## config.mk

```make
export PLATFORM = sky130hd
export DESIGN_NAME = amgs_front
export DESIGN_NICKNAME = d
export VERILOG_FILES = /design/src/rtl/amgs_pkg.sv /design/src/rtl/amgs_front.sv
export SDC_FILE = /design/constraint.sdc
export NUM_CORES = 1
export LEC_CHECK = 0
export ABC_AREA = 1
export BUFFER_PORTS_ARGS = -buffer_cell sky130_fd_sc_hd__buf_2
export CAP_MARGIN = 20
export CELL_PAD_IN_SITES_DETAIL_PLACEMENT = 0
export CELL_PAD_IN_SITES_GLOBAL_PLACEMENT = 2
export CORE_MARGIN = 10
export CORE_UTILIZATION = 41
export DETAILED_ROUTE_END_ITERATION = 10
export GPL_ROUTABILITY_DRIVEN = 0
export PLACE_DENSITY_LB_ADDON = 0.1
export RECOVER_POWER = 25
export SLEW_MARGIN = 20
export SYNTH_ARGS = -nofsm -noshare
export SYNTH_HDL_FRONTEND = slang
export SYNTH_SLANG_ARGS = --single-unit
```

## constraint.sdc

```tcl
create_clock -name clk -period 6.3 [get_ports clk]
set_input_delay 0.315 -clock clk [delete_from_list [all_inputs] [get_ports clk]]
set_output_delay 0.315 -clock clk [all_outputs]
set_load 0.03 [all_outputs]
```

## src/rtl/amgs_pkg.sv

```systemverilog
package amgs_pkg;

    localparam int OP_W = 4;
    localparam int ST_W = 2;
    localparam int IN_W = 32;

    localparam logic [OP_W-1:0] OP_ADD_V   = 4'd0;
    localparam logic [OP_W-1:0] OP_SET_V   = 4'd1;
    localparam logic [OP_W-1:0] OP_GET_V   = 4'd2;
    localparam logic [OP_W-1:0] OP_ERASE_V = 4'd3;
    localparam logic [OP_W-1:0] OP_ADD_E   = 4'd4;
    localparam logic [OP_W-1:0] OP_SET_E   = 4'd5;
    localparam logic [OP_W-1:0] OP_GET_E   = 4'd6;
    localparam logic [OP_W-1:0] OP_ERASE_E = 4'd7;
    localparam logic [OP_W-1:0] OP_CLEAR   = 4'd8;

    localparam logic [ST_W-1:0] ST_DONE    = 2'd0;
    localparam logic [ST_W-1:0] ST_IGNORED = 2'd1;
    localparam logic [ST_W-1:0] ST_FULL    = 2'd2;

    typedef struct packed {
        logic [OP_W-1:0] op;
        logic            self_edge;
    } cls_t;

endpackage

```

## src/rtl/amgs_front.sv

```systemverilog
module amgs_front #(
    parameter int IDX_W = 6
) (
    input  logic                     clk,
    input  logic                     rst_n,
    input  logic                     start,
    input  logic                     hold,
    input  logic [amgs_pkg::OP_W-1:0] operation,
    input  logic [IDX_W-1:0]         row_index,
    input  logic [IDX_W-1:0]         column_index,
    input  logic [amgs_pkg::IN_W-1:0] data_value,
    output logic                     busy,
    output logic                     q_valid,
    input  logic                     q_pop,
    output amgs_pkg::cls_t           q_cls,
    output logic [IDX_W-1:0]         q_row,
    output logic [IDX_W-1:0]         q_col,
    output logic [amgs_pkg::IN_W-1:0] q_data
);

    amgs_pkg::cls_t            cls_reg  [2];
    logic [IDX_W-1:0]          row_reg  [2];
    logic [IDX_W-1:0]          col_reg  [2];
    logic [amgs_pkg::IN_W-1:0] data_reg [2];
    logic       wp_reg, wp_next;
    logic       rp_reg, rp_next;
    logic [1:0] cnt_reg, cnt_next;
    logic       push;
    amgs_pkg::cls_t cls_in;

    assign busy = (cnt_reg == 2'd2) || hold;
    assign push = start && !busy;
    assign q_valid = (cnt_reg != 2'd0);

    always_comb
    begin
        cls_in.op = operation;
        cls_in.self_edge = (row_index == column_index);
    end

    always_comb
    begin
        wp_next = push ? ~wp_reg : wp_reg;
        rp_next = q_pop ? ~rp_reg : rp_reg;
        cnt_next = cnt_reg + {1'b0, push} - {1'b0, q_pop};
    end

    always_ff @(posedge clk or negedge rst_n)
    begin
        if (!rst_n)
        begin
            wp_reg  <= 1'b0;
            rp_reg  <= 1'b0;
            cnt_reg <= 2'd0;
        end
        else
        begin
            wp_reg  <= wp_next;
            rp_reg  <= rp_next;
            cnt_reg <= cnt_next;
        end
    end

    always_ff @(posedge clk)
    begin
        if (push)
        begin
            cls_reg[wp_reg]  <= cls_in;
            row_reg[wp_reg]  <= row_index;
            col_reg[wp_reg]  <= column_index;
            data_reg[wp_reg] <= data_value;
        end
    end

    assign q_cls  = cls_reg[rp_reg];
    assign q_row  = row_reg[rp_reg];
    assign q_col  = col_reg[rp_reg];
    assign q_data = data_reg[rp_reg];

endmodule

```

# Word level (Yosys, flattened, before mapping)
# Memory sizes are Yosys's and may differ from the RTL's.
# Index checks and enable logic that the tools add are counted.
dict set report totals {
  latch_bits 0
  ram_bits 98
  mem_count 4
  elab_cells 19
  romBits 0
  reg_bits 4
}
dict set report op_classes {
  order_cmp 0
  n_reduce_logical 4
  div_mod_pow 0
  addsub 2
  n_mux 2
  shift 0
  n_bitwise 2
  multipliers 0
  eq_ne 2
}
# name depth word_bits read_ports rd_clocked_by_memory_dff write_ports line
set mem_list {}
lappend mem_list {data_reg 2 32 1 0 1 amgs_front.sv:24} ;# logic [amgs_pkg::IN_W-1:0] data_reg [2];
lappend mem_list {col_reg 2 6 1 0 1 amgs_front.sv:23} ;# logic [IDX_W-1:0] col_reg [2];
lappend mem_list {row_reg 2 6 1 0 1 amgs_front.sv:22} ;# logic [IDX_W-1:0] row_reg [2];
lappend mem_list {cls_reg 2 5 1 0 1 amgs_front.sv:21} ;# amgs_pkg::cls_t cls_reg [2];
# op n
set op_table {}
lappend op_table {{$eq 6x6->1} 1}
lappend op_table {{$add 2x1->2} 1}
lappend op_table {{$eq 2x2->1 const B} 1}
lappend op_table {{$mux 1} 2}
lappend op_table {{$not 1->1} 2}
lappend op_table {{$reduce_bool 2->1} 1}
lappend op_table {{$sub 2x1->2} 1}
lappend op_table {{$logic_and 1x1->1} 1}
lappend op_table {{$logic_not 1->1} 1}
lappend op_table {{$logic_or 1x1->1} 1}

# Logic depth before layout (Yosys ltp)
dict set report logic_depth {
  depth_word 6
  ltp_mapped 7
  ltp_nobuf 7
}

# Worst setup path after synthesis
# Ideal clock, no wire load.
dict set report synth_path {
  kind {register to register}
  start {register cnt_reg[1]}
  end {memory cls_reg[0][0] in the netlist's numbering (enable)}
  arrival_ns 2.680
  n_path_buf 0
  required_time_ns 5.844
  path_stages_with_launch 4
  period_less_slack_ns 3.135
  setup_slack_ns 3.165
  cell_sequence {dfrtp_1 nand2_1 nand3_1 nor2_1}
}
dict set report synth_between {
  elab_chain_cells 6
}
# element line
set synth_rtl {}
lappend synth_rtl {{from (decl)} amgs_front.sv:27} ;# logic [1:0] cnt_reg, cnt_next;
lappend synth_rtl {{from (signal assigned)} amgs_front.sv:60} ;# cnt_reg <= cnt_next;
lappend synth_rtl {{$eq 2x2->1} amgs_front.sv:31} ;# assign busy = (cnt_reg == 2'd2) || hold;
lappend synth_rtl {{$logic_or 1x1->1} amgs_front.sv:31}
lappend synth_rtl {{$logic_not 1->1} amgs_front.sv:32} ;# assign push = start && !busy;
lappend synth_rtl {{$logic_and 1x1->1} amgs_front.sv:32}
lappend synth_rtl {{$mux 1} amgs_front.sv:66} ;# if (push)
lappend synth_rtl {{$mux 1 (not written as such)} amgs_front.sv:68} ;# cls_reg[wp_reg] <= cls_in;
lappend synth_rtl {{to (decl)} amgs_front.sv:21}
# Every way passes these cells.

# Worst setup path in the final report
dict set report layout_path {
  start {register rp_reg}
  end {output q_col[2]}
}
dict set report layout_between {
  elab_chain_cells 1
}
# element line
set layout_rtl {}
lappend layout_rtl {{from (decl)} amgs_front.sv:26} ;# logic rp_reg, rp_next;
lappend layout_rtl {{from (signal assigned)} amgs_front.sv:59} ;# rp_reg <= rp_next;
lappend layout_rtl {{$mem_v2 2x6} -}
lappend layout_rtl {{to (decl)} amgs_front.sv:17} ;# output logic [IDX_W-1:0] q_col,
# Every way passes these cells.

==> summary by stage <==
Die
For this design the top-level I/O count stands at approximately 100. Measured along the y axis, the die boundary spans 120 um. The x dimension of the die is around 120 um. The total area inside the core boundary comes to a little under 0.01 mm^2. The initial utilization of the core area, before any placement, comes to a little over two fifths. The die covers 0.0144 mm^2. Row generation in the floorplan step produced 36 rows.

CTS
The post-CTS repair timing setup buffer count is 0. The TritonCTS sink count is approximately 100. Clock tree synthesis inserted a total of 9 buffers. The root buffer cell is sky130_fd_sc_hd__clkbuf_8. The H-tree was split into 3 levels. The TritonCTS clock tree is built. Clock-pin slew was measured on the worst setup and hold paths at roughly 90 ps. Clock latency on the worst-skew pair, taken at its later pin, is between 300 and 400 ps. Counting along the longest clock path gives a buffer depth of 2.

Routing
In the routed design, unresolved DRC markers number 0. The first detailed-routing pass took 4 iterations. The starting DRC count in detailed routing is 114. The overall routed net length is roughly 7600 um. The per-cell via count in the routed design is roughly 4.4. The number of vias in the routed layout is between 1500 and 2000. The average routed wire per standard cell is 16.9 um.

Once detail routing completed, the nets flagged for antenna violations numbered 0.

Synth
The fraction of post-synthesis cell area in the top cell type by area is 71.7%. The sequential cell area fraction in the yosys report is ~74%. The adder and majority gate portion of the synthesized area is 0.610%.

The synthesized netlist devotes roughly 2.3% of its cell area to simple gates. The share of the synthesized area in compound gates (AO/OA/AOI/OAI) is less than 1%. The average instance area after synthesis is between 20 and 25 um^2. Sorting the synthesized cells by area gives the leading types as sky130_fd_sc_hd__edfxtp_1 72%, sky130_fd_sc_hd__mux2_4 18%, sky130_fd_sc_hd__buf_12 2.4%.

The count of synthesis-stage warnings from yosys is 0. After synthesis, the share of cell area in mux cells is 17.9%. After synthesis, the largest family of logic cells by area is multiplexers. Of all cell types, the one taking the most synthesized area is sky130_fd_sc_hd__edfxtp_1. Summing every instance area after synthesis gives between 0.004 and 0.005 mm^2. The synthesized flop and latch total is slightly above 100. The number of nets in the synthesized netlist is 256. The number of instances in the synthesized netlist is 201. The area share of xor/xnor cells in the synthesized design is ~1.1%. In this run, distinct cell masters in the synthesized netlist total 14.

Power
VDD sags by at most between 0.3 and 0.4 mV. In this run the power density over the cells is 420 mW/mm^2. The standby leakage power is 1.96 nW.

Timing
The smallest clock period supported by the final layout is computed as 2320 ps. The worst clock skew is 6.12 ps. The number of pins with negative max-slew slack in the final report came to 0. The maximum achievable frequency is 430 MHz.

The transition time at the pin with the least slew margin is ~1000 ps. Of the available clock period, the critical path in the final layout requires 36.9%. Summed over all failing endpoints, the final setup total negative slack is 0 ps.

The relative slew slack is between 30 and 40%. Setup violations remaining at the end of the flow were counted as 0. The number of hold violations in the final report is 0. Setup repair after global routing left no endpoint under its margin.

Placed design
The total of buffers placed on input and output ports is between 100 and 150. The placed wire-length estimate is 5280 um.

Finish
The layout-stage area growth over the synthesis result is 18.5%. The filler cells instantiated in the layout total between 800 and 900. The diode insertion count for antenna repair is 0.

Leaving out fill and tap cells, the most frequent cells in the layout are 98 x sky130_fd_sc_hd__edfxtp_1, 85 x sky130_fd_sc_hd__buf_2, 49 x sky130_fd_sc_hd__mux2_4. The number of flip-flops under the largest register name is 64. The most common library cell in the layout ignoring fill and taps is sky130_fd_sc_hd__edfxtp_1. Cells fill just under 50% of the core in the end. The number of nets in the final layout is 367. The share of post-route cells with drive strength above 1 is 48.9%.

Worst setup path
The data required time of the critical path is about 6000 ps. The cell at the slowest stage of the critical path is sky130_fd_sc_hd__dfrtp_4. The data arrival time of the critical path is between 2000 and 2500 ps. The largest single stage delay on the critical path is about 1100 ps.

The category of cells accounting for the largest share of critical-path delay is flip-flops. Together, buffers and inverters on the worst path number 1. The signal on the critical path passes through mux2_4 > buf_2.

The classification of the worst setup path is reg2out. STA classifies the critical path startpoint as a register. Along the worst path, the maximum fanout reaches 50. The worst setup path is captured at a primary output.

GRT
Entering global routing, the biggest net connects slightly above 50 pins. The first global-routing pass estimated between 10000 and 15000 um of wire. After global routing the overflow that remains totals 0. The number of global-route vias before repair is between 2000 and 2500. The global-route usage over all layers is just over 10%. The number of antenna violations at the first check in global routing is 0.

Status
The run finished with clean final reports.

Job
The number of maximum-capacitance constraint violations is 0.

Min path
The classification of the worst-slack hold path is in2reg.
==> synth_stat cells, drive strengths merged <==
cell type and n:
edfxtp 98, xnor2 3, dfrtp 4, o21ai 1
buf 6, mux2 49, ha 2, inv 12
or2 1, nor2 8, nand3 1, xor2 2
nand2 14
==> layer usage <==
layer / track usage, % / vias to the layer above / share of wire, %
met5: 0 / - / 0
met4: 3.39 / 0 / 1.1
met3: 5.58 / 11 / 9.5
met2: 16.8 / 62 / 48
met1: 11.5 / 957 / 41
li1: - / 966 / -
==> power breakdown <==
group	switching (mW)	leakage, nW	internal [mW]
Combinational	0.403	0.926	0.322
Clock	0.214	0.0902	0.141
Sequential	0.115	0.941	0.846
Total	0.731	1.96	1.31
==> cell type report <==
class,instances,area (um^2),area share (%)
Clock buffer,9,124,2.55
Clock inverter,7,41.3,0.850
Timing Repair Buffer,106,518,10.7
Multi-Input combinational cell,81,918,18.9
Sequential cell,102,3050,62.7
Tap cell,133,166,3.42
Inverter,12,45.0,0.927
==> logic make-up (layout without fill, tap and decap cells) <==
kind of cell,after synthesis,after routing
buffers and inverters,18,134
adders and majority gates,2,2
and+or+nand+nor,24,24
AOI/OAI and AO/OA,1,1
DFF,102,102
muxes,49,49
xor gates and xnor gates,5,5
==> per-stage QoR <==
step           setup WS, ps  power, mW  hold WS, ps  cells  area, um^2
6_report               3980       2.04          140    450        4860
5_1_grt                3880       2.14          112    450        4860
4_1_cts                3930       2.07          121    450        4880
3_5_place_dp           4060       1.72          130    433        4710
3_3_place_gp           4100       1.72          129    433        4710
2_1_floorplan          3160       1.58         19.4    201        4100
==> path summary, 6_finish.rpt <==
| kind | from | end | slack [ps] | depth (start not counted) |
|---|---|---|---|---|
| worst max-delay path | rp_reg | q_col[2] | 3980 | 2 |
| worst min-delay path | data_value[2] | data_reg[1][2] | 140 | 1 |
| worst max register to register | cnt_reg[1] | cls_reg[1][2] | 4110 | 4 |
| worst min register to register | cnt_reg[0] | cnt_reg[0] | 530 | 1 |
| max in group asynchronous | rst_n | rp_reg | 5880 | 2 |
| min in group asynchronous | rst_n | cnt_reg[0] | 290 | 2 |
==> what timing repair did <==
item,4_1_cts,5_1_grt
endpoints found under the hold margin,4,0
hold buffers,1,0
gates resized for setup,0,0
Note: power is estimated with default switching activity, not from simulation.
